[config.mk]
export PLATFORM = sky130hd
export DESIGN_NAME = l3ci_queue
export DESIGN_NICKNAME = d
export VERILOG_FILES = /design/src/hdl/l3ci_pkg.sv /design/src/hdl/l3ci_queue.sv
export SDC_FILE = /design/constraint.sdc
export NUM_CORES = 1
export LEC_CHECK = 0
export ABC_AREA = 1
export BUFFER_PORTS_ARGS = -buffer_cell sky130_fd_sc_hd__buf_2
export CORE_MARGIN = 8
export CORE_UTILIZATION = 57
export DETAILED_ROUTE_END_ITERATION = 10
export PLACE_DENSITY = 0.87
export SLEW_MARGIN = 15
export SYNTH_ARGS = -nofsm -noshare
export SYNTH_HDL_FRONTEND = slang
export SYNTH_SLANG_ARGS = --single-unit
[constraint.sdc]
create_clock -name clk -period 5.3 [get_ports clk]
set_input_delay 1.59 -clock clk [delete_from_list [all_inputs] [get_ports clk]]
set_output_delay 1.59 -clock clk [all_outputs]
set_load 0.005 [all_outputs]
[src/hdl/l3ci_pkg.sv]
// ----------------------------------------------------------------------------
// l3ci_pkg
// Shared types, constants and helpers for the 3D colour cube interpolator.
// ----------------------------------------------------------------------------
package l3ci_pkg;

	localparam int MAX_GRID_DEF = 17;
	localparam int PIX_W        = 16;
	localparam int IDX_W        = 5;
	localparam int NODE_IDX_W   = 13;
	localparam int POS_W        = PIX_W + IDX_W;
	localparam int IN_DATA_W    = 112;
	localparam int OUT_DATA_W   = 48;
	localparam int CFG_IDX_W    = 2;
	localparam int CFG_DATA_W   = 5;
	localparam int QUEUE_DEPTH  = 4;

	localparam logic [PIX_W-1:0]      FULL_SCALE  = 16'hFFFF;
	localparam logic [POS_W-1:0]      HALF_SCALE  = 21'd32767;
	localparam logic [IDX_W-1:0]      GRID_RESET  = 5'd17;
	localparam logic [CFG_DATA_W-1:0] PREC_8      = 5'd8;
	localparam logic [CFG_DATA_W-1:0] PREC_16     = 5'd16;

	typedef enum logic [0:0] {
		OP_LOAD  = 1'b0,
		OP_XFORM = 1'b1
	} op_t;

	typedef enum logic [1:0] {
		MODE_TRILINEAR   = 2'd0,
		MODE_TETRAHEDRAL = 2'd1,
		MODE_NEAREST     = 2'd2,
		MODE_UNSUPPORTED = 2'd3
	} mode_t;

	typedef enum logic [1:0] {
		ST_OK       = 2'd0,
		ST_BAD_CFG  = 2'd1,
		ST_BAD_MODE = 2'd2
	} status_t;

	typedef enum logic [CFG_IDX_W-1:0] {
		REG_MODE = 2'd0,
		REG_GRID = 2'd1,
		REG_PREC = 2'd2
	} reg_idx_t;

	typedef struct packed {
		mode_t                 mode;
		logic [IDX_W-1:0]      grid;
		logic [CFG_DATA_W-1:0] prec;
	} cfg_t;

	typedef struct packed {
		op_t                         op;
		status_t                     status;
		logic [2:0][IDX_W-1:0]       lo;
		logic [2:0][IDX_W-1:0]       hi;
		logic [2:0][PIX_W-1:0]       frac;
		logic [NODE_IDX_W-1:0]       node_index;
		logic [2:0][PIX_W-1:0]       node_val;
	} cmd_t;

	typedef struct packed {
		op_t                   op;
		status_t               status;
		logic [2:0][PIX_W-1:0] frac;
	} side_t;

	// Quotient by 65535 for dividends below 65535 * 65536.
	function automatic logic [PIX_W-1:0] div_full(input logic [31:0] x);
		logic [31:0] t;
		t = x + {16'd0, x[31:16]} + 32'd1;
		return t[31:16];
	endfunction

endpackage

[src/hdl/l3ci_queue.sv]
// ----------------------------------------------------------------------------
// l3ci_queue
// Short command queue between the classifying front and the datapath back.
// ----------------------------------------------------------------------------
module l3ci_queue (
	input  logic           clk,
	input  logic           arst_n,
	input  logic           push,
	input  l3ci_pkg::cmd_t wdata,
	output logic           full,
	input  logic           pop,
	output l3ci_pkg::cmd_t rdata,
	output logic           empty
);
	import l3ci_pkg::*;

	localparam int PTR_W = $clog2(QUEUE_DEPTH);

	cmd_t             mem_q [QUEUE_DEPTH];
	logic [PTR_W-1:0] wr_ptr_q, rd_ptr_q;
	logic [PTR_W:0]   count_q;

	assign full  = (count_q == (PTR_W+1)'(QUEUE_DEPTH));
	assign empty = (count_q == '0);
	assign rdata = mem_q[rd_ptr_q];

	always_ff @(posedge clk or negedge arst_n) begin
		if (!arst_n) begin
			wr_ptr_q <= '0;
			rd_ptr_q <= '0;
			count_q  <= '0;
		end else begin
			if (push) wr_ptr_q <= wr_ptr_q + 1'b1;
			if (pop)  rd_ptr_q <= rd_ptr_q + 1'b1;
			if (push && !pop)      count_q <= count_q + 1'b1;
			else if (pop && !push) count_q <= count_q - 1'b1;
		end
	end

	always_ff @(posedge clk) begin
		if (push) mem_q[wr_ptr_q] <= wdata;
	end

endmodule

==> results of run 1 <==
critical path, cell delays in order (launching register included):
cell	delay, ns
dfrtp_4	0.65
inv_4	0.57
buf_12	0.36
o211ai_1	0.16
nand2_1	0.14
buf_2	0.13
Yosys cell counts (all sizes together):
| cell | n | area [um2] |
|---|---|---|
| buf | 66 | 337 |
| edfxtp | 568 | 17100 |
| fa | 1 | 20.0 |
| nand4 | 1 | 6.26 |
| nand3 | 1 | 5.00 |
| o211ai | 284 | 2130 |
| clkbuf | 29 | 109 |
| xnor2 | 1 | 8.76 |
| ha | 5 | 62.6 |
| nand2 | 439 | 1650 |
| nor3 | 2 | 10.0 |
| xor2 | 3 | 26.3 |
| inv | 296 | 1110 |
| dfrtp | 7 | 175 |
| o21ai | 1 | 5.00 |
power by group:
| group | switching, mW | leakage, nW | internal (mW) |
|---|---|---|---|
| Sequential | 0.370 | 5.30 | 5.95 |
| Clock | 1.58 | 0.856 | 2.18 |
| Combinational | 3.03 | 4.47 | 1.66 |
| Total | 4.98 | 10.6 | 9.79 |
cells in the final DEF (no fill, tap or decap):
| cell type | instances |
|---|---|
| nand3_1 | 1 |
| edfxtp_1 | 568 |
| dfrtp_1 | 5 |
| inv_1 | 291 |
| inv_6 | 5 |
| xnor2_1 | 1 |
| dfrtp_4 | 2 |
| o211ai_1 | 284 |
| nand4_1 | 1 |
| nand2_1 | 439 |
| xor2_1 | 3 |
| clkinvlp_4 | 2 |
| bufinv_16 | 5 |
| clkinv_2 | 13 |
| clkbuf_8 | 3 |
| clkbuf_16 | 55 |
| clkinv_1 | 8 |
| buf_2 | 289 |
| clkbuf_1 | 8 |
| clkinv_4 | 2 |
| buf_4 | 17 |
| diode_2 | 9 |
| inv_4 | 1 |
| ha_1 | 5 |
| buf_12 | 11 |
| nor3_1 | 2 |
| o21ai_0 | 1 |
| fa_1 | 1 |
how the worst max path moves through the flow:
stage	endpoint	cells past startpoint	slack (ns)
after floorplan	mem_q[0][0]	3	0.18
after global placement	rdata[122]	5	1.62
after detailed placement	rdata[93]	5	1.60
after CTS	rdata[116]	5	0.92
after global routing	rdata[62]	5	0.84
final	rdata[55]	5	0.96
layer usage:
layer  wire (um)  global-route usage, %  vias to the layer above
met5         120                      0                        -
met4        1580                   8.76                       18
met3        4280                   6.49                      126
met2       25300                   35.9                      585
met1       18500                   23.6                     6703
li1            -                      -                     6521
sequential cells by signal, summed over array words and instances, names as in the netlist:
| register | cells |
|---|---|
| wr_ptr_q | 2 |
| rd_ptr_q | 2 |
| count_q | 3 |
| mem_q | 568 |
final cells by class:
type                    count  area (um2)
well taps                 525         657
repair buffers            317        1790
inverters                 296        1130
clock buffers              66        1450
diodes                      9        22.5
fillers                  2546       13000
multi-input cells         738        3920
flip-flops and latches    575       17200
clock inverters            31         287
per-stage QoR:
step / instances / utilization (%) / power (mW) / setup slack (ns)
after CTS: 2548 / 67.0 / 14.9 / 0.918
after global placement: 2451 / 62.6 / 10.9 / 1.62
after detailed placement: 2451 / 62.6 / 11.1 / 1.60
final: 2557 / 67.0 / 14.8 / 0.960
after global routing: 2554 / 67.0 / 15.5 / 0.838
after floorplan: 1704 / - / 9.13 / 0.178
kinds of logic after synthesis:
kind of cell               Yosys count
xor gates and xnor gates             4
buffers and inverters              391
adders and majority gates            6
and+or+nand+nor                    443
DFF                                575
AOI/OAI and AO/OA                  285
==> results.md, run 1 <==
* Status: finished, final reports clean
* Worst Hold Class: reg -> reg
* Yosys Warn Count at 0
* Worst reg2reg path startpoint: wr_ptr_q[0]
* Die ar. at 46500 um2
* R2R Setup Slk at 3.06 ns
* CTS tree: yes
* Final Instance Area at 26500 um2
* Multiplexer share of the synthesized area at 0%
* Complex-gate fraction of the synthesized area at 9.41%
* # hold bufs at CTS at 0
* Max Slew Vio Count at 0
* Fin nets at about 2100
* Routed via count at 14000
* Detail Route Antenna Nets at 0
* Largest family of logic cells by synthesized area: compound AO/OA/AOI/OAI gates
* Crit. Startpoint: rd_ptr_q[1]
* # H-tree levels at 2
* Netlist cell types at 18
* Mapped Nets at 1856
* Area Growth Syn to Fin at 16.7%
* Seq cells post-synth at 575
* CP Data Arrival Time at 2.75 ns
* Wire per inst at approximately 19 um
* Pleak at 10.6 nW
* CP required at 3.71 ns
* Largest net degree at the start of global routing at 87
* Least-Margin Pin Slew at 1.13 ns
* Die W at 216 um
* PwrDens at 557 nW/um2
* CP Max Fanout at 69
* Cell area after synthesis at between 20000 and 25000 um2
* Worst setup EP type: output pin
* Gates resized, CTS repair at 0
* Peak supply drop at 0.378 mV
* Via/cell ratio at 5.46
* Total GRT Usage at between 20% and 30%
* CP startpoint kind: register
* Vias in the first global route at 14300
* Crit path kind: reg -> out
* Min cycle time layout at 4.34 ns
* CTS root buf: clkbuf_16
* CTS Buf Count at 54
* Port bufs at 289
* Iter 0 DRT Violations at 1196
* Die H at approximately 220 um
* Final setup violation count at 0
* TritonRoute pass-1 iters at 5
* HP Start: count_q[2]
* Crit share post-route at 81.9%
* Final WL at between 40000 and 50000 um
* Hold endpoint: count_q[2]
* Post-synthesis simple-gate area fraction at under 10%
* MaxCap Viol Count at 0
* RSZ-0062 raised after global routing: no
* Row cnt at between 70 and 80
* Max frequency at 230 MHz
* TNS Setup at 0 ns
* Post-CTS Setup Bufs at 0
* Dpl cell area at 24700 um2
* Worst-skew pair later-pin latency at around 0.6 ns
* Worst-path clk slew at around 0.060 ns
* Core Region at 39500 um2
* Routability Congestion at 0.802
* Slew HR at 24.7%
* Critical R2R Capture: mem_q[0][71]
* Layout cell share with drive strength beyond 1 at 20.0%
* DRC violations left at 0
* Overflow after GRT at 0
* Adder-Cell Fraction of Synth Area at 0.364%
* Total clock sinks at 575
* Initial antenna violation count at 16
* Mean Syn Cell Area at 13.3 um2
* Starting Density at 57.4%
* Sequential fraction of the synthesis area at 75.9%
* Final hold viol count at 0
* Post-DP HPWL at 30200 um
* Clock Skews at 0.0242 ns
* Syn Inst Count at 1704
* Register-to-Register Path Depth at 5
* # IOs at 290
* Post-synthesis xor/xnor area fraction at 0.154%
* First-pass GRT wire length at 76100 um
* Maximum root-to-sink buffer count at 3
* Tightest hold margin at 0.556 ns
* Hold Path Depth at 2
Power figures use the tool's default switching activity.
==> inputs of run 2 (changes only) <==
--- a/config.mk
+++ b/config.mk
@@ -8,9 +8,9 @@
 export ABC_AREA = 1
 export BUFFER_PORTS_ARGS = -buffer_cell sky130_fd_sc_hd__buf_2
 export CORE_MARGIN = 8
-export CORE_UTILIZATION = 57
+export CORE_UTILIZATION = 52
 export DETAILED_ROUTE_END_ITERATION = 10
-export PLACE_DENSITY = 0.87
+export PLACE_DENSITY = 0.84
 export SLEW_MARGIN = 15
 export SYNTH_ARGS = -nofsm -noshare
 export SYNTH_HDL_FRONTEND = slang
==> constraint.sdc (replaced) <==
create_clock -name clk -period 3.6 [get_ports clk]
set_input_delay 1.08 -clock clk [delete_from_list [all_inputs] [get_ports clk]]
set_output_delay 1.08 -clock clk [all_outputs]
set_load 0.005 [all_outputs]
==> results.md, run 2 (synthesis results as in run 1) <==
* Status: finished, final reports clean
* Power Internal at 15.0 mW (+53%)
* Clock Skews at 0.0241 ns (-0.0000998 ns)
* Die W at 225 um (+4.4%)
* Max Slew Vio Count at 0 (unchanged)
* Clock power frac at 27.2% (+1.7 points)
* Max frequency at 294 MHz
* CTS root buf: clkbuf_16
* Fin nets at 2140 (+0.28%)
* # hold bufs at CTS at 0 (unchanged)
* Crit. Startpoint: rd_ptr_q[0]
* CP required at 2.52 ns (-1.19 ns)
* Post-CTS Setup Bufs at 0 (unchanged)
* CP startpoint kind: register
* Critical R2R Capture: mem_q[1][40]
* Iter 0 DRT Violations at 1096 (-8.4%)
* R2R Setup Slk at 1.55 ns (-1.51 ns)
* RSZ-0062 raised after global routing: no
* Net switching power at 7.36 mW (+48%)
* Pleak at 10.8 nW (+1.4%)
* Via/cell ratio at 5.30 (-2.9%)
* Row cnt at 76 (+4.1%)
* Worst Hold Class: in -> async
* Routed via count at 13900 (-0.32%)
* CP Max Fanout at 141 (+100%)
* First-pass GRT wire length at 75300 um (-1.1%)
* Crit share post-route at 94.5%
* Worst-skew pair later-pin latency at 0.60 ns (about the same)
* Final setup violation count at 0 (unchanged)
* CTS Buf Count at 54 (unchanged)
* Peak supply drop at 0.550 mV (+46%)
* Final Instance Area at 27000 um2 (+1.7%)
* Overflow after GRT at 0 (unchanged)
* Post-DP HPWL at 29400 um (-2.5%)
* DRC violations left at 0 (unchanged)
* Most flop-heavy register: mem_q
* Min cycle time layout at between 3 and 4 ns
* Area Growth Syn to Fin at 18.7%
* Largest net degree at the start of global routing at 143 (+64%)
* Die ar. at 50600 um2 (+8.9%)
* Initial antenna violation count at 5 (-11)
* Final hold viol count at 0 (unchanged)
* Wire per inst at 18.5 um (-4.9%)
* Worst-path clk slew at 0.06 ns (about the same)
* Largest register FFs at 568 (unchanged)
* # H-tree levels at 2 (unchanged)
* TritonRoute pass-1 iters at 5 (unchanged)
* Total GRT Usage at 18.9% (-1.9 points)
* Crit path kind: reg -> out
* Final Core Density at 62.6% (-4.4 points)
* Vias in the first global route at 14100 (-1.4%)
* Sw Share at 32.9% (-0.82 points)
* Top Registers: mem_q: 568 flops, count_q: 3 flops
* Worst reg2reg path startpoint: wr_ptr_q[1]
* Starting Density at 52.7% (-4.7 points)
* Layout cell share with drive strength beyond 1 at 20.6% (+0.61 points)
* Sequential Power Share at 40.6% (-2.2 points)
* Die H at 225 um (+4.4%)
* PwrDens at 830 nW/um2 (+49%)
* Maximum root-to-sink buffer count at 3 (unchanged)
* Detail Route Antenna Nets at 0 (unchanged)
* # IOs at 290 (unchanged)
* Most common cell after layout, fill and taps aside: edfxtp_1
* Most frequent cells in the layout: edfxtp_1, nand2_1, inv_1
* Gates resized, CTS repair at 0 (unchanged)
* Register-to-Register Path Depth at 5 (unchanged)
* Final WL at 48600 um (-2.4%)
* Least-Margin Pin Slew at 0.859 ns (-0.270 ns)
* Port bufs at 289 (unchanged)
* Combinational power share at 32.2% (+0.4 points)
* MaxCap Viol Count at 0 (unchanged)
* Slew HR at 42.7% (+18 points)
* Total clock sinks at 575 (unchanged)
* Core Region at 43100 um2 (+8.9%)
* Worst setup EP type: output pin
* Dpl cell area at 25000 um2 (+1.0%)
* Routability Congestion at 0.751 (-6.3%)
* Dpl cells at 2517 (+2.7%)
* Post-route insts no fill at 2624 (+2.6%)
* CTS tree: yes
* CP Data Arrival Time at 2.32 ns (-0.43 ns)
==> run 2: power by group through the flow <==
stage | Sequential (mW) | Clock, mW | Combinational (mW)
6_report | 9.09 | 6.08 | 7.20
5_1_grt | 9.19 | 6.43 | 7.95
4_1_cts | 9.10 | 6.19 | 7.32
3_5_place_dp | 9.23 | 0 | 7.24
3_3_place_gp | 9.16 | 0 | 7.01
2_1_floorplan | 9.19 | 0 | 4.23
==> run 2: stage by stage <==
| step | worst slack, ns | TNS [ns] | total power, mW | hold slack [ns] |
|---|---|---|---|---|
| detailed placement | 0.868 | 0 | 16.5 | 0.489 |
| finish | 0.196 | 0 | 22.4 | 0.313 |
| global route | 0.0310 | 0 | 23.6 | 0.288 |
| floorplan | -0.167 | -94.93 | 13.4 | 0.463 |
| CTS | 0.178 | 0 | 22.6 | 0.273 |
| global placement | 0.872 | 0 | 16.2 | 0.477 |
==> run 2: how the worst max path moves through the flow <==
stage                                to  slack (ns)  cells past startpoint
after CTS                     rdata[26]        0.18                      5
final                        rdata[104]        0.20                      5
after floorplan             mem_q[1][0]       -0.17                      3
after global placement    mem_q[1][133]        0.87                      4
after global routing         rdata[104]        0.03                      5
after detailed placement    mem_q[1][0]        0.87                      4
==> run 2: area by class of cell <==
class	instances	area, um2
diodes	8	20.0
well taps	585	732
flip-flops and latches	575	17200
inverters	296	1130
clock inverters	40	562
multi-input cells	738	3950
fillers	2957	16100
clock buffers	59	1370
repair buffers	323	1950
==> run 2: critical path, stage by stage, from the launching register on <==
cell      delay, ns
dfrtp_4        0.63
buf_12         0.44
nand2_1        0.14
o211ai_1       0.13
nand2_1        0.08
buf_2          0.13
==> run 2: layer usage <==
metal,GRT usage [%],wire (um),vias up
met5,0,28,-
met4,6.88,1490,4
met2,33.3,24800,508
li1,-,-,6522
met3,4.10,3490,103
met1,22.6,18700,6772
