### src/hdl/l3ci_pkg.sv
// ----------------------------------------------------------------------------
// l3ci_pkg
// Shared types, constants and helpers for the 3D colour cube interpolator.
// ----------------------------------------------------------------------------
package l3ci_pkg;

	localparam int MAX_GRID_DEF = 17;
	localparam int PIX_W        = 16;
	localparam int IDX_W        = 5;
	localparam int NODE_IDX_W   = 13;
	localparam int POS_W        = PIX_W + IDX_W;
	localparam int IN_DATA_W    = 112;
	localparam int OUT_DATA_W   = 48;
	localparam int CFG_IDX_W    = 2;
	localparam int CFG_DATA_W   = 5;
	localparam int QUEUE_DEPTH  = 4;

	localparam logic [PIX_W-1:0]      FULL_SCALE  = 16'hFFFF;
	localparam logic [POS_W-1:0]      HALF_SCALE  = 21'd32767;
	localparam logic [IDX_W-1:0]      GRID_RESET  = 5'd17;
	localparam logic [CFG_DATA_W-1:0] PREC_8      = 5'd8;
	localparam logic [CFG_DATA_W-1:0] PREC_16     = 5'd16;

	typedef enum logic [0:0] {
		OP_LOAD  = 1'b0,
		OP_XFORM = 1'b1
	} op_t;

	typedef enum logic [1:0] {
		MODE_TRILINEAR   = 2'd0,
		MODE_TETRAHEDRAL = 2'd1,
		MODE_NEAREST     = 2'd2,
		MODE_UNSUPPORTED = 2'd3
	} mode_t;

	typedef enum logic [1:0] {
		ST_OK       = 2'd0,
		ST_BAD_CFG  = 2'd1,
		ST_BAD_MODE = 2'd2
	} status_t;

	typedef enum logic [CFG_IDX_W-1:0] {
		REG_MODE = 2'd0,
		REG_GRID = 2'd1,
		REG_PREC = 2'd2
	} reg_idx_t;

	typedef struct packed {
		mode_t                 mode;
		logic [IDX_W-1:0]      grid;
		logic [CFG_DATA_W-1:0] prec;
	} cfg_t;

	typedef struct packed {
		op_t                         op;
		status_t                     status;
		logic [2:0][IDX_W-1:0]       lo;
		logic [2:0][IDX_W-1:0]       hi;
		logic [2:0][PIX_W-1:0]       frac;
		logic [NODE_IDX_W-1:0]       node_index;
		logic [2:0][PIX_W-1:0]       node_val;
	} cmd_t;

	typedef struct packed {
		op_t                   op;
		status_t               status;
		logic [2:0][PIX_W-1:0] frac;
	} side_t;

	// Quotient by 65535 for dividends below 65535 * 65536.
	function automatic logic [PIX_W-1:0] div_full(input logic [31:0] x);
		logic [31:0] t;
		t = x + {16'd0, x[31:16]} + 32'd1;
		return t[31:16];
	endfunction

endpackage

### src/hdl/l3ci_front.sv
// ----------------------------------------------------------------------------
// l3ci_front
// Accepts words, checks the configuration and finds grid cell and weights.
// ----------------------------------------------------------------------------
module l3ci_front #(
	parameter int MaxGrid = l3ci_pkg::MAX_GRID_DEF
) (
	input  logic                                  clk,
	input  logic                                  arst_n,
	input  logic                                  in_valid,
	output logic                                  in_ready,
	input  l3ci_pkg::op_t                         in_op,
	input  logic [l3ci_pkg::NODE_IDX_W-1:0]       node_index,
	input  logic [2:0][l3ci_pkg::PIX_W-1:0]       node_val,
	input  logic [2:0][l3ci_pkg::PIX_W-1:0]       color,
	input  l3ci_pkg::cfg_t                        cfg,
	input  logic                                  q_full,
	output logic                                  q_push,
	output l3ci_pkg::cmd_t                        q_cmd
);
	import l3ci_pkg::*;

	logic                  v_s1, v_s2, v_s3, en;
	cmd_t                  cmd_s1, cmd_s2, cmd_s3, cmd_n;
	logic [2:0][PIX_W-1:0] color_s1;
	logic [2:0][POS_W-1:0] p_s2;
	logic                  bad_cfg;
	status_t               status_in;
	logic [IDX_W-1:0]      gm1;

	assign en       = !(v_s3 && q_full);
	assign in_ready = en;
	assign q_push   = v_s3 && !q_full;
	assign q_cmd    = cmd_s3;
	assign gm1      = cfg.grid - 1'b1;

	// A bad grid size or precision takes priority over a bad mode.
	assign bad_cfg = (cfg.grid == '0) || (int'(cfg.grid) > MaxGrid) ||
			((cfg.prec != PREC_8) && (cfg.prec != PREC_16));
	assign status_in = bad_cfg ? ST_BAD_CFG :
			(cfg.mode == MODE_UNSUPPORTED) ? ST_BAD_MODE : ST_OK;

	always_comb begin
		logic [PIX_W-1:0] q, r;
		logic [IDX_W:0]   nxt;
		q     = '0;
		r     = '0;
		nxt   = '0;
		cmd_n = cmd_s2;
		for (int k = 0; k < 3; k++) begin
			if (cfg.mode == MODE_NEAREST) begin
				// Rounds half up; the result is clamped to the last node.
				q = div_full(32'(p_s2[k] + HALF_SCALE));
				cmd_n.lo[k]   = (q > PIX_W'(gm1)) ? gm1 : q[IDX_W-1:0];
				cmd_n.hi[k]   = cmd_n.lo[k];
				cmd_n.frac[k] = '0;
			end else begin
				q = div_full(32'(p_s2[k]));
				r = p_s2[k][PIX_W-1:0] + q;
				nxt = {1'b0, q[IDX_W-1:0]} + 1'b1;
				cmd_n.lo[k]   = q[IDX_W-1:0];
				cmd_n.hi[k]   = (nxt >= {1'b0, cfg.grid}) ? q[IDX_W-1:0] : nxt[IDX_W-1:0];
				cmd_n.frac[k] = r;
			end
		end
	end

	always_ff @(posedge clk or negedge arst_n) begin
		if (!arst_n) begin
			v_s1 <= 1'b0;
			v_s2 <= 1'b0;
			v_s3 <= 1'b0;
		end else if (en) begin
			v_s1 <= in_valid;
			v_s2 <= v_s1;
			v_s3 <= v_s2;
		end
	end

	always_ff @(posedge clk) begin
		if (en) begin
			cmd_s1   <= '{op: in_op, status: status_in, lo: '0, hi: '0, frac: '0,
					node_index: node_index, node_val: node_val};
			color_s1 <= color;
			cmd_s2   <= cmd_s1;
			for (int k = 0; k < 3; k++) p_s2[k] <= POS_W'(color_s1[k]) * POS_W'(gm1);
			cmd_s3   <= cmd_n;
		end
	end

endmodule

### config.mk
export PLATFORM = sky130hd
export DESIGN_NAME = l3ci_front
export DESIGN_NICKNAME = d
export VERILOG_FILES = /design/src/hdl/l3ci_pkg.sv /design/src/hdl/l3ci_front.sv
export SDC_FILE = /design/constraint.sdc
export NUM_CORES = 1
export LEC_CHECK = 0
export ABC_AREA = 1
export BUFFER_PORTS_ARGS = -buffer_cell sky130_fd_sc_hd__buf_2
export CAP_MARGIN = 20
export CORE_ASPECT_RATIO = 0.7
export CORE_MARGIN = 3
export CORE_UTILIZATION = 35
export CTS_BUF_LIST = sky130_fd_sc_hd__clkbuf_4 sky130_fd_sc_hd__clkbuf_8
export CTS_CLUSTER_SIZE = 25
export DETAILED_ROUTE_END_ITERATION = 16
export SLEW_MARGIN = 0
export SYNTH_ARGS = -nofsm -noshare
export SYNTH_HDL_FRONTEND = slang
export SYNTH_SLANG_ARGS = --single-unit
### constraint.sdc
create_clock -name clk -period 10 [get_ports clk]
set_input_delay 1 -clock clk [delete_from_list [all_inputs] [get_ports clk]]
set_output_delay 1 -clock clk [all_outputs]
set_load 0.02 [all_outputs]
==> results of run 1 <==
[cells by family (layout without fill, tap and decap cells)]
logic type	after synthesis	in the layout	synth area share
xor gates and xnor gates	98	98	0.0354
DFF	384	384	0.453
AOI/OAI and AO/OA	243	243	0.0541
buffers and inverters	451	807	0.0675
other	0	4	0
muxes	1	1	0.000443
adders and majority gates	293	293	0.182
and+or+nand+nor	1198	1198	0.208
[cell type report]
cell class                      instances  area, um^2
Inverter                              405        1520
Antenna cell                            4        10.0
Timing Repair Buffer                  283        1460
Multi-Input combinational cell       1833       12200
Fill cell                            7178       42500
Sequential cell                       384       11500
Clock inverter                         35         288
Tap cell                              966        1210
Clock buffer                           84        1070
[cells in the final DEF, fill, tap and decap left out, types with 4 or more instances in the layout]
cell                         netlist  routed
sky130_fd_sc_hd__a21boi_0          5       5
sky130_fd_sc_hd__a21oi_1         116     116
sky130_fd_sc_hd__a31oi_1           6       6
sky130_fd_sc_hd__and2_1            5       5
sky130_fd_sc_hd__and3_1            4       4
sky130_fd_sc_hd__buf_2            11     269
sky130_fd_sc_hd__buf_4             2      13
sky130_fd_sc_hd__bufinv_16         0       4
sky130_fd_sc_hd__clkbuf_4          0      13
sky130_fd_sc_hd__clkbuf_8          0      71
sky130_fd_sc_hd__clkinv_1          2      13
sky130_fd_sc_hd__clkinv_2          1      13
sky130_fd_sc_hd__clkinvlp_4        0       5
sky130_fd_sc_hd__diode_2           0       4
sky130_fd_sc_hd__edfxtp_1        381     381
sky130_fd_sc_hd__fa_1            129     129
sky130_fd_sc_hd__ha_1            164     163
sky130_fd_sc_hd__inv_1           383     382
sky130_fd_sc_hd__inv_2            19      20
sky130_fd_sc_hd__nand2_1         593     592
sky130_fd_sc_hd__nand2_2          14      14
sky130_fd_sc_hd__nand3_1         130     130
sky130_fd_sc_hd__nand3_2          11      11
sky130_fd_sc_hd__nand3b_1          8       8
sky130_fd_sc_hd__nand4_1          40      40
sky130_fd_sc_hd__nor2_1          307     306
sky130_fd_sc_hd__nor2_2           11      11
sky130_fd_sc_hd__nor2_4            5       6
sky130_fd_sc_hd__nor3_1           32      32
sky130_fd_sc_hd__nor3_2            4       4
sky130_fd_sc_hd__nor4_1            8       8
sky130_fd_sc_hd__o211ai_1         16      16
sky130_fd_sc_hd__o21a_1            9       9
sky130_fd_sc_hd__o21ai_0          58      58
sky130_fd_sc_hd__o21ai_1          10      10
sky130_fd_sc_hd__o21bai_1          5       5
sky130_fd_sc_hd__or2_1             5       5
sky130_fd_sc_hd__xnor2_1          20      20
sky130_fd_sc_hd__xor2_1           74      74
[worst paths after layout]
kind	start	end	slack [ps]	depth (start not counted)
worst max register to register	p_s2[3]$_DFFE_PN_	q_cmd[126]$_DFFE_PN_	5180	28
max in group asynchronous	arst_n	v_s3$_DFFE_PN0N_	9730	1
worst max-delay path	cfg[5]	p_s2[41]$_DFFE_PN_	3470	24
worst min-delay path	arst_n	v_s1$_DFFE_PN0N_	170	1
worst min register to register	cmd_n[37]$_DFFE_PN_	q_cmd[37]$_DFFE_PN_	410	0
min in group clk	cmd_n[37]$_DFFE_PN_	q_cmd[37]$_DFFE_PN_	410	0
[where the power goes]
part / switching (mW) / internal, mW / leakage (nW)
logic: 3.00 / 1.58 / 9.14
registers: 0.417 / 2.50 / 3.91
clock network: 0.667 / 0.816 / 0.706
[worst max-delay path, stage by stage]
cell	delay, ps
sky130_fd_sc_hd__buf_2	110
sky130_fd_sc_hd__clkinv_1	460
sky130_fd_sc_hd__ha_2	440
sky130_fd_sc_hd__nand2_1	70
sky130_fd_sc_hd__nand2_1	40
sky130_fd_sc_hd__nand2_1	490
sky130_fd_sc_hd__buf_4	430
sky130_fd_sc_hd__nand2_1	130
sky130_fd_sc_hd__fa_1	550
sky130_fd_sc_hd__inv_1	50
sky130_fd_sc_hd__fa_1	500
sky130_fd_sc_hd__fa_1	490
sky130_fd_sc_hd__ha_1	360
sky130_fd_sc_hd__a21oi_1	140
sky130_fd_sc_hd__nand2_1	100
sky130_fd_sc_hd__a21oi_1	230
sky130_fd_sc_hd__o21ai_1	130
sky130_fd_sc_hd__a21boi_0	360
sky130_fd_sc_hd__o21ai_1	140
sky130_fd_sc_hd__a21boi_0	270
sky130_fd_sc_hd__nand3b_1	170
sky130_fd_sc_hd__nor2_1	50
sky130_fd_sc_hd__nor2_1	100
sky130_fd_sc_hd__xnor2_1	70
[registers in the layout, indices dropped and copies added, names as in the netlist]
register  flops
cmd_n        64
cmd_s1       64
color_s1     48
p_s2         63
q_cmd       142
v_s1          1
v_s2          1
v_s3          1
[per-stage QoR]
step                instances  hold WS, ps  setup WS (ps)  utilization
floorplan                2668          400           3410            -
global placement         3871          400           2940        0.389
detailed placement       3871          405           2770        0.389
CTS                      3990          109           3480        0.408
global route             3993          105           3020        0.408
finish                   3994          165           3470        0.408
[per-layer routing]
layer / track usage / routed length [um] / vias to the layer above
met5: 0 / 13 / -
met4: 0.0435 / 1290 / 2
met3: 0.0303 / 4760 / 76
met2: 0.224 / 25200 / 616
met1: 0.280 / 33900 / 8811
li1: - / - / 9412
==> results.txt, run 1 <==
The run finished with clean final reports. The most common cell in the synthesized netlist is sky130_fd_sc_hd__nand2_1. Clock tree synthesis found a total of 384 sinks. The number of nets in the synthesized netlist is 3,087.

Summed over all cells, the static leakage comes to 13.8 nW. The tools report the root buffer cell as sky130_fd_sc_hd__clkbuf_8. In the synthesized netlist the dominant register cell turns out to be sky130_fd_sc_hd__edfxtp_1.

Largest area contributor in the netlist: sky130_fd_sc_hd__edfxtp_1. The initial DRC count was 1,780. Entering global routing, the biggest net connects 158 pins. The number of vias per cell is 4.74, and the clock period minus worst slack is 6530 ps.

At the end of routability-driven placement, the weighted congestion stood at 0.909. The worst path arrival time is 6950 ps. The quantity of gates resized following cts is 0, and the vias after detailed routing is 18,917. Counting flops and latches in the post-synthesis netlist gives 384. At the later pin of the worst-skew pair, clock insertion delay measures 670 ps. The top-area cell type share of the netlist area works out to 0.450. The synthesized netlist cell count came out at 2,668.

The run gives 50.7 mm as the detailed placer's ending HPWL. The count of final max-slew check failures is 0, and the total CTS buffers is 67. Before antenna repair, the detailed router went through 5 iterations.

The sequential share of the synthesized area came out at 0.453. The logs give 153 MHz for the achievable clock frequency and 0 for the synthesis warning total. The net count of the finished layout is 3,393. For the first-pass GRT wire length, the log shows 101 mm.

The commonest cells after synthesis are sky130_fd_sc_hd__nand2_1 (593), sky130_fd_sc_hd__inv_1 (383), sky130_fd_sc_hd__edfxtp_1 (381). For the pin with the worst max-slew slack, the measured transition is 933 ps. Number of nets with antenna violations after detailed routing: 0. For the combined global-route utilization of all metal layers, the log shows 0.170. The synthesized netlist contains 67 unique library cells. The synthesized design contains 381 enable-type register cells. The async set or reset register ratio after synthesis came out at 0.00781. The clock tree synthesis step divided the H-tree into 3 levels. For the starting utilization of the core area, the log shows 0.354. Setup repair after global routing left no endpoint under its margin.

The areal power density over the cells came out at 306 nW/um^2. Final critical-path share of the clock period: 0.653. After routing, the total negative slack on setup checks comes to 0 ps. For the cell row count, the log shows 82. From left edge to right edge, the die measures 328 um. In this run the worst path has a maximum fanout of 27. Max-cap violations in this run came to 0. The run gives 71,800 um^2 as the area of the core. The die outline area is 76,000 um^2, and the post-detailed-placement cell area is 27,900 um^2. For the final database, setup skew stands at 50.7 ps. The total detailed-routing wirelength is 65.1 mm. IR analysis of the VDD net gives a maximum drop of 0.150 mV. Setup violations remaining at the end of the flow were counted as 0. For the hold violation total from the final report, the log shows 0. In the routed design, unresolved DRC markers number 0. The total design power was 8.97 mW.

The average instance in the mapped netlist occupies 9.53 um^2. At the worst endpoint, the required time is 10,420 ps. Sorting the synthesized cells by area gives the leading types as sky130_fd_sc_hd__edfxtp_1 (45%), sky130_fd_sc_hd__fa_1 (10%), sky130_fd_sc_hd__nand2_1 (8.8%), sky130_fd_sc_hd__ha_1 (8.1%), sky130_fd_sc_hd__inv_1 (5.7%). TritonCTS built the clock tree. The share of layout cells above drive strength 1 came out at 0.161. The run gives 0.378 as the worst slew margin relative to its limit. In this run, post-CTS hold repair placed 0 buffers. Global routing finished with a remaining overflow of 0. Startpoint kind of the worst setup timing path: a primary input.

Once the clock tree was built, the setup fixing pass inserted 0 buffers. Dividing the detail-routed wire length by the instance count gives 16.3 um. Maximum clock path buffer count: 3. 270 I/O pins were placed. In this run the worst hold path is classified as primary input to asynchronous set/reset pin. The clock transition time at the flip-flop clock pins of the worst setup and hold paths is 60 ps, and the final cell area excluding filler cells is 29,300 um^2. The critical path in this run is classified as primary input to flop. The area growth from synthesis to layout was 15.2%; the post-synthesis instance area was 25,400 um^2. The run gives 17,461 as the via count of the first global-routing pass. Measured along the y axis, the die boundary spans 232 um. The worst setup path is captured at a flop. The count of input and output buffers is 269.

Number of antenna violations at the first check in global routing: 6.
(Power assumes the default switching activity.)
==> run 2: changes to the inputs <==
--- a/config.mk
+++ b/config.mk
@@ -5,7 +5,7 @@
 export SDC_FILE = /design/constraint.sdc
 export NUM_CORES = 1
 export LEC_CHECK = 0
-export ABC_AREA = 1
+export ABC_AREA = 0
 export BUFFER_PORTS_ARGS = -buffer_cell sky130_fd_sc_hd__buf_2
 export CAP_MARGIN = 20
 export CORE_ASPECT_RATIO = 0.7
==> constraint.sdc (replaced) <==
create_clock -name clk -period 5.39 [get_ports clk]
set_input_delay 0.539 -clock clk [delete_from_list [all_inputs] [get_ports clk]]
set_output_delay 0.539 -clock clk [all_outputs]
set_load 0.02 [all_outputs]
==> run 2 against run 1 <==
Compared with the run above:
- area after synthesis decreased by 5.2%
- register-to-register slack lost 5000 ps
- sequential power is 74% higher
- via count down 9.0%
- cell area increased by 1.1%
- first-iteration DRC count down 21%
- non-clock buffer count up 189
- die area shrank 5.1%
==> results.txt, run 2 <==
The count of cells in the finished layout, fillers not included, comes to 3,504. The clock period minus worst slack came out at 5190 ps. The net switching share of the total power is 0.402.

Setup repair after global routing could not meet its margin everywhere. On the final layout, the worst hold slack is 79.4 ps. For this run, design rule violations remaining after detail routing come to 0. The portion of total power attributed to sequential cells was 0.295.

In this run the worst path has a maximum fanout of 5. Hold violation total from the final report: 0. Compared with the post-synthesis result, the final layout area differs by 22.9%.

The cell depth of the worst hold path works out to 1. The share of layout cells above drive strength 1 came out at 0.251. In this run the core area contains 79 standard-cell rows.

The first detailed-routing pass took 6 iterations. The run gives 0.478 as the sequential share of the synthesized area. The startpoint identified for the worst hold timing path is node_val[10]. The die covers 72,100 um^2.

The synthesis warning total is 0. The flow ran to the end, and the final reports show no timing, DRC or antenna violations. CTS built an H-tree with a depth of 3. Summed over all layers, the global routing overflow is 0. The path class of the tightest hold or removal check is primary input to flop.

Counting every sink on the clock net gives 384. The worst register-to-register path has a depth of 22. Most common cell after layout, fill and taps aside: sky130_fd_sc_hd__edfxtp_1. TritonCTS built the clock tree. Dividing total power by cell area gives a power density of 583 nW/um^2. The switching power total is 6.94 mW.

The worst path arrival time is 5600 ps, and the clock power share is 0.166. Summing internal, switching and leakage power gives 17.3 mW. The synthesized area per cell is 11.5 um^2, and the total routed wire length on the met1 layer is 29.9 mm. The chip width is 320 um, and the antenna diode count is 0. For this design the static power due to leakage is 12.7 nW. The routed design uses 25.6 mm of met2 wire. The final critical-path share of the clock period was 0.964. The starting utilization of the core area came out at 0.358. The layout has 6,258 filler cells. The number of antenna violations at the first check in global routing was 4.

Routed signal wires occupy layers up through met5. The setup path with the least slack is of type flop to flop. After clock tree synthesis, the clock-pin slew on the worst setup and hold paths is 60 ps. Entering global routing, the biggest net connects 136 pins. The final route contains 17,210 vias. For the combined global-route utilization of all metal layers, the log shows 0.166.

The top-area cell type share of the netlist area was 0.474; the worst path required time was 5790 ps. The async set or reset register ratio after synthesis works out to 0.00781. Register-to-register setup slack: 200 ps.

Detailed placement finished with a half-perimeter wire length of 46.9 mm. The library cells used most frequently in the layout, excluding fill and tap cells, are sky130_fd_sc_hd__edfxtp_1 (381), sky130_fd_sc_hd__buf_2 (269), sky130_fd_sc_hd__nand2_1 (204). The final RePlAce weighted congestion was 0.905; the largest vdd supply drop was 0.210 mV.

270 I/O pins were placed. The number of vias per cell is 4.91. Origin of the critical flop-to-flop path: p_s2[34]$_DFFE_PN_. The achievable clock frequency is 193 MHz, and the internal power component is 10.3 mW.

Among all flip-flop cells after synthesis, the most frequent one is sky130_fd_sc_hd__edfxtp_1. The synthesized netlist cell count was 2,089. In this run the critical register-to-register path is captured at q_cmd[115]$_DFFE_PN_.

Worst slew margin relative to its limit: 0.439. Buffers inserted during clock tree synthesis total 66. The hold path endpoint was cmd_s1[10]$_DFFE_PN_. The logs give 0 for the count of final max-slew check failures and 60.6 mm for the total detailed-routing wirelength.

The clock passes through at most 3 buffers. Yosys attributes the largest share of cell area to sky130_fd_sc_hd__edfxtp_1 (47%), sky130_fd_sc_hd__fa_1 (11%), sky130_fd_sc_hd__ha_1 (8.5%), sky130_fd_sc_hd__xnor2_1 (3.9%), sky130_fd_sc_hd__nand2_1 (3.2%). For the count of endpoints failing setup in the final report, the log shows 0.

Input and output buffers added on the ports amount to 269. The number of nets with antenna violations after detailed routing came out at 0. For the net total in the final layout, the log shows 2,983. After synthesis, the most frequently instantiated cells are sky130_fd_sc_hd__edfxtp_1 (381), sky130_fd_sc_hd__nand2_1 (205), sky130_fd_sc_hd__ha_1 (164). Across the routed clock network, the largest skew measured is 55.8 ps. The largest area contributor in the netlist was sky130_fd_sc_hd__edfxtp_1. At the placement stage, the worst setup path has a slack of -322 ps. In this run, synthesis inferred 381 flip-flops with an integrated enable. The transition at the pin with the smallest max-transition slack is 842 ps, and the number of placed cells counting well taps is 3,369. After detailed routing, the average wire length per cell comes to 17.3 um. The register with the most flip-flops in the layout has 142 of them. The number of storage elements in the synthesis netlist is 384, and the fraction of power consumed by combinational cells is 0.539. Counting distinct cell types in the post-synthesis netlist gives 79. STA classifies the critical path startpoint as a flop. First-pass GRT wire length: 94.6 mm.

The region available for standard cell placement spans 67,300 um^2. In this run the vertical extent of the chip is 226 um. Detailed routing placed a total of 3.66 mm of wire on met3. The tools report the post-synthesis net count as 2,508.

The run gives 16,973 as the via count of the first global-routing pass. The post-synthesis instance area is 24,100 um^2. The smallest setup slack after layout was 196 ps.

The most common cell in the synthesized netlist is sky130_fd_sc_hd__edfxtp_1. The number of maximum-capacitance constraint violations came out at 0. STA classifies the critical path endpoint as a flop. In this run, the number of DRC markers left after iteration 0 of detailed routing was 1,409.

The clock reaches the later pin of the worst-skew pair after 670 ps. The tree is rooted in a sky130_fd_sc_hd__clkbuf_8.
[run 2: cell count changes in the layout (fill, tap and decap cells not counted), moves of 20 or more]
cell and delta:
sky130_fd_sc_hd__nand2_1 -388, sky130_fd_sc_hd__inv_1 -219, sky130_fd_sc_hd__buf_4 +184, sky130_fd_sc_hd__nor2_1 -150, sky130_fd_sc_hd__nor2b_1 +106, sky130_fd_sc_hd__xnor2_1 +82, sky130_fd_sc_hd__nand3_1 -78, sky130_fd_sc_hd__a21oi_1 -44
sky130_fd_sc_hd__and2_1 +39, sky130_fd_sc_hd__nand4_1 -28, sky130_fd_sc_hd__xor2_1 -25, sky130_fd_sc_hd__inv_2 -20
[run 2: power groups by stage]
stage / Clock (mW) / Sequential (mW) / Combinational (mW)
5_1_grt: 3.13 / 5.18 / 10.4
3_3_place_gp: 0 / 5.12 / 8.81
4_1_cts: 2.98 / 5.11 / 9.09
2_1_floorplan: 0 / 5.59 / 5.39
6_report: 2.87 / 5.09 / 9.31
3_5_place_dp: 0 / 5.17 / 8.98
[run 2: kinds of logic after synthesis]
group                    Yosys count  share of synthesized area
AND/OR/NAND/NOR                  730                      0.152
flip-flops                       384                      0.478
adder cells (fa/ha/maj)          293                      0.192
AO/OA/AOI/OAI                    280                     0.0783
buffers and inverters            229                     0.0360
XOR/XNOR                         157                     0.0570
multiplexers                      16                    0.00716
[run 2: final cells by class]
cell class | instances | area (um^2) | area share
clock buffer | 87 | 1080 | 0.0366
clock inverter | 30 | 340 | 0.0115
inverter | 164 | 617 | 0.0208
multi-input combinational | 1476 | 12000 | 0.406
sequential | 384 | 11500 | 0.389
tap | 891 | 1110 | 0.0376
timing repair buffer | 472 | 2920 | 0.0984
[run 2: worst max-delay path by stage]
stage	depth (start not counted)	start	end	slack, ps
2_1_floorplan	22	cfg[5]	p_s2[61]$_DFFE_PN_	-460
3_3_place_gp	21	p_s2[26]$_DFFE_PN_	q_cmd[132]$_DFFE_PN_	-220
3_5_place_dp	22	cfg[6]	p_s2[41]$_DFFE_PN_	-320
4_1_cts	17	p_s2[12]$_DFFE_PN_	q_cmd[124]$_DFFE_PN_	30
5_1_grt	22	p_s2[12]$_DFFE_PN_	q_cmd[125]$_DFFE_PN_	-50
6_report	22	p_s2[34]$_DFFE_PN_	q_cmd[115]$_DFFE_PN_	200
[run 2: per-layer routing]
| layer | vias up | track usage |
|---|---|---|
| li1 | 8317 | - |
| met1 | 8332 | 0.247 |
| met2 | 461 | 0.242 |
| met3 | 92 | 0.0371 |
| met4 | 8 | 0.0462 |
| met5 | - | 0 |
[run 2: repair_timing]
item                       in CTS  in global routing
hold buffers                    2                  0
setup endpoints to repair      12                 30
pin swaps                       3                 14
hold endpoints to repair        4                  0
buffers inserted                3                 13
gates resized for setup         8                 30
[run 2: per-stage QoR]
| step | TNS [ps] | util | cell area [um^2] |
|---|---|---|---|
| detailed placement | -2790 | 0.414 | 27900 |
| global route | -141 | 0.440 | 29600 |
| CTS | 0 | 0.437 | 29400 |
| floorplan | -973 | - | 24200 |
| global placement | -1840 | 0.414 | 27900 |
| finish | 0 | 0.440 | 29600 |
[run 2: worst max-delay path, stage by stage (launching register included)]
cell,delay (ps)
sky130_fd_sc_hd__edfxtp_1,430
sky130_fd_sc_hd__nor4_4,350
sky130_fd_sc_hd__nand4_1,260
sky130_fd_sc_hd__o21bai_1,280
sky130_fd_sc_hd__xor2_2,240
sky130_fd_sc_hd__inv_1,70
sky130_fd_sc_hd__ha_1,300
sky130_fd_sc_hd__nand3_1,100
sky130_fd_sc_hd__a41oi_1,60
sky130_fd_sc_hd__a211o_1,330
sky130_fd_sc_hd__o2111ai_2,330
sky130_fd_sc_hd__buf_4,190
sky130_fd_sc_hd__xor2_1,190
sky130_fd_sc_hd__ha_1,280
sky130_fd_sc_hd__o21a_1,120
sky130_fd_sc_hd__o21a_1,160
sky130_fd_sc_hd__o21ai_0,160
sky130_fd_sc_hd__nand2b_1,90
sky130_fd_sc_hd__a21oi_1,260
sky130_fd_sc_hd__o31a_1,230
sky130_fd_sc_hd__buf_4,140
sky130_fd_sc_hd__o311ai_0,190
sky130_fd_sc_hd__buf_4,210
==> run 3: changes to the inputs <==
--- a/config.mk
+++ b/config.mk
@@ -6,14 +6,15 @@
 export NUM_CORES = 1
 export LEC_CHECK = 0
 export ABC_AREA = 0
-export BUFFER_PORTS_ARGS = -buffer_cell sky130_fd_sc_hd__buf_2
+export BUFFER_PORTS_ARGS = -buffer_cell sky130_fd_sc_hd__buf_4
 export CAP_MARGIN = 20
 export CORE_ASPECT_RATIO = 0.7
 export CORE_MARGIN = 3
-export CORE_UTILIZATION = 35
+export CORE_UTILIZATION = 56
 export CTS_BUF_LIST = sky130_fd_sc_hd__clkbuf_4 sky130_fd_sc_hd__clkbuf_8
 export CTS_CLUSTER_SIZE = 25
 export DETAILED_ROUTE_END_ITERATION = 16
+export PLACE_DENSITY = 0.8
 export SLEW_MARGIN = 0
 export SYNTH_ARGS = -nofsm -noshare
 export SYNTH_HDL_FRONTEND = slang
==> run 3 against run 2 <==
Compared with the run above:
- count of clock-buffer cells in the layout is 22 lower
- routed wire length fell by 0.89%
- critical path depth is the same
- flip-flop and latch count stayed put
- global-route usage rose by 9.4 points
- largest cell class unchanged
- critical endpoint is now q_cmd[125]$_DFFE_PN_
- die area is 37% lower
- via count up 2.9%
- utilization is 27 points higher
==> results.txt, run 3 (synthesis gave the netlist of run 2 again) <==
Counting both buffers and inverters, the worst setup path holds a total of 2. The final routed wire length divided by cell count came out at 19.2 um. The run finished with clean final reports. The aggregate global routing overflow was 0.

The first detailed-routing pass took 5 iterations. The slowest stage of the critical path belongs to the cell sky130_fd_sc_hd__or4_4. For the number of antenna violations at the first check in global routing, the log shows 3. In this run the vertical extent of the chip is 180 um.

The total detailed-routing wirelength is 60.0 mm, and the transition at the pin with the smallest max-transition slack is 1010 ps. For the worst setup path, the data required time is 5690 ps. The number of fill cells was 2,898.

The root buffer cell chosen for the clock tree is sky130_fd_sc_hd__clkbuf_8. The number of vias per cell is 5.65, and the clock period minus worst slack is 5230 ps. The net switching share of the total power works out to 0.408. The die covers 45,600 um^2. Hold violation total from the final report: 0. For the met3 track demand over resource in global routing, the log shows 0.0563. During I/O placement, the number of pins put on the boundary was 270. Once detail routing completed, the nets flagged for antenna violations numbered 0.

Adding up every negative setup slack in the final design gives 0 ps. The worst-case IR drop observed on VDD is 0.295 mV. The combined global-route utilization of all metal layers is 0.260, and the CTS H-tree depth is 2.

The met2 track utilization from global routing came out at 0.399. The highest net fanout along the worst path works out to 6. The run gives 29,700 um^2 as the final cell area excluding filler cells.

TritonCTS built the clock tree. The run gives 0 as the count of final max-slew check failures. The run gives 3,133 as the number of non-filler instances in the completed layout. For the worst-skew pair, the clock arrives at the later sink with an insertion delay of 650 ps. Pin count of the biggest net entering global routing: 154. Counting along the longest clock path gives a buffer depth of 3.

Buffers placed on the I/O ports in this run total 269. The clock power share came out at 0.152. The tools report the element type at the critical path end as a flop.

Traced cell by cell, the critical path runs through or4_4 -> or3_4 -> o21ai_4 -> xnor2_2 -> ha_2 -> nand2b_4 -> o32ai_1 -> a211oi_2 -> a211oi_4 -> nor4b_4 -> buf_4 -> a21o_1 -> and2_1 -> ha_1 -> nand2_1 -> a21oi_1 -> a211oi_2 -> o22ai_2 -> a41oi_2 -> mux2i_2 -> buf_4 -> a21oi_1. In this run, CTS created clock tree buffers numbering 58. The final critical-path share of the clock period was 0.970; the flip-flop count of the largest register, all copies and words added was 142. Tracing the worst setup path back leads to its startpoint at p_s2[7]$_DFFE_PN_.

Summed over all cells, the static leakage comes to 12.7 nW. The tools report the startpoint kind of the worst setup timing path as a flop. Internal power comes to 10.3 mW. The portion of total power attributed to sequential cells was 0.297.

The global routing stage identified its most utilized layer as met2. After the first detailed-routing iteration, the DRC count stood at 1,603. The logs give 28,100 um^2 for the post-detailed-placement cell area and 0.578 for the starting utilization of the core area. The share of layout cells above drive strength 1 was 0.246; the achievable clock frequency was 191 MHz. The worst reg2reg path depth is 22.

The library cell used most frequently in the layout, excluding fill and tap cells, is sky130_fd_sc_hd__buf_4. The run gives 62 as the cell row count. The tools report the net total in the final layout as 2,958. In this design, the stage delay of the slowest critical-path cell is 550 ps.

The number of clock sinks seen by CTS is 384. The first global-routing pass estimated 94.0 mm of wire. The fraction of power consumed by combinational cells was 0.550; the clock transition time at the flip-flop clock pins of the worst setup and hold paths was 70 ps. The critical register-to-register path endpoint was q_cmd[125]$_DFFE_PN_.

Setup slack on the worst reg-to-reg path comes out at 160 ps. At the end of routability-driven placement, the weighted congestion stood at 0.940. Once placement completed, the tool counted placed cells totaling 3,014. Dividing total power by cell area gives a power density of 587 nW/um^2. The number of remaining DRC errors is 0, and the vias after detailed routing is 17,708. Across all hold checks on the routed design, the worst slack comes to 83.0 ps. The startpoint identified for the worst hold timing path is color[5]. Share of the core filled with cells in the final layout: 0.712.

Relative to the synthesized area, the layout overhead comes to 23.2%. The run gives 0 as the number of maximum-capacitance constraint violations. The tools report the global-route met1 utilization as 0.377. The worst setup path is of the flop to flop kind.

The min-delay analysis places its worst path in the category primary input to flop. Family with the most delay on the worst path: compound AO/OA/AOI/OAI gates. The region available for standard cell placement spans 41,700 um^2. The top cell types in the final layout, fill and taps aside, are sky130_fd_sc_hd__buf_4 (448), sky130_fd_sc_hd__edfxtp_1 (381), sky130_fd_sc_hd__nand2_1 (203).

Origin of the critical flop-to-flop path: p_s2[7]$_DFFE_PN_. Clock skew on the completed layout was measured at 55.6 ps. For the via count of the first global-routing pass, the log shows 17,464. Data on the critical path arrives at its endpoint at 5530 ps.

Worst slew margin relative to its limit: 0.327. In this run the power spent charging and discharging nets is 7.12 mW. Setup violations remaining at the end of the flow were counted as 0.

The critical path crosses 22 cells after its start point. The detailed placer's ending HPWL was 46.0 mm. The die is 254 um wide. In this run the worst setup path terminates at q_cmd[125]$_DFFE_PN_.
-- run 3: cell count changes in the layout (fill, tap and decap cells not counted), moves of 3 or more --
cell,change
sky130_fd_sc_hd__clkinvlp_4,+3
sky130_fd_sc_hd__buf_4,+251
sky130_fd_sc_hd__buf_2,-269
sky130_fd_sc_hd__clkbuf_8,-10
sky130_fd_sc_hd__clkinv_1,+6
sky130_fd_sc_hd__diode_2,+3
sky130_fd_sc_hd__clkbuf_4,-12
-- run 3: power groups by stage --
stage | clock [mW] | combinational [mW] | sequential [mW]
2_1_floorplan | 0 | 5.39 | 5.59
3_3_place_gp | 0 | 8.85 | 5.17
3_5_place_dp | 0 | 9.16 | 5.22
4_1_cts | 2.72 | 9.29 | 5.17
5_1_grt | 2.84 | 10.6 | 5.26
6_report | 2.65 | 9.61 | 5.19
-- run 3: worst min path at each step --
stage / end / slack [ps] / cells after the start
after floorplan: v_s1$_DFFE_PN0N_ / 240 / 0
after global placement: v_s3$_DFFE_PN0N_ / 330 / 1
after detailed placement: v_s3$_DFFE_PN0N_ / 330 / 1
after CTS: cmd_s1[22]$_DFFE_PN_ / 40 / 1
final: color_s1[5]$_DFFE_PN_ / 80 / 1
after global routing: cmd_s1[27]$_DFFE_PN_ / 40 / 1
-- run 3: final cells by class --
| type | instances | area [um^2] | share of cell area |
|---|---|---|---|
| timing repair buffer | 455 | 3480 | 0.117 |
| inverter | 164 | 617 | 0.0208 |
| sequential | 384 | 11500 | 0.388 |
| clock inverter | 42 | 433 | 0.0146 |
| tap | 544 | 681 | 0.0229 |
| clock buffer | 65 | 857 | 0.0288 |
| antenna | 3 | 7.51 | 0.000253 |
| multi-input combinational | 1476 | 12100 | 0.408 |
-- run 3: what timing repair did --
item | 4_1_cts | 5_1_grt
pin swaps | 5 | 24
setup endpoints to repair | 16 | 31
resized for setup | 9 | 47
cloned | 0 | 0
hold buffers | 1 | 0
buffers inserted | 1 | 7
hold endpoints to repair | 3 | 0
-- run 3: through the flow --
| step | total power, mW | worst slack [ps] |
|---|---|---|
| finish | 17.4 | 161 |
| global route | 18.7 | -31.9 |
| CTS | 17.2 | 3.43 |
| detailed placement | 14.4 | -295 |
| global placement | 14.0 | -120 |
| floorplan | 11.0 | -457 |
-- run 3: metal layers --
metal / part of all wire / vias to the layer above
met5: 0 / -
met2: 0.45 / 738
met4: 0.028 / 0
met3: 0.082 / 116
met1: 0.44 / 8581
li1: - / 8273
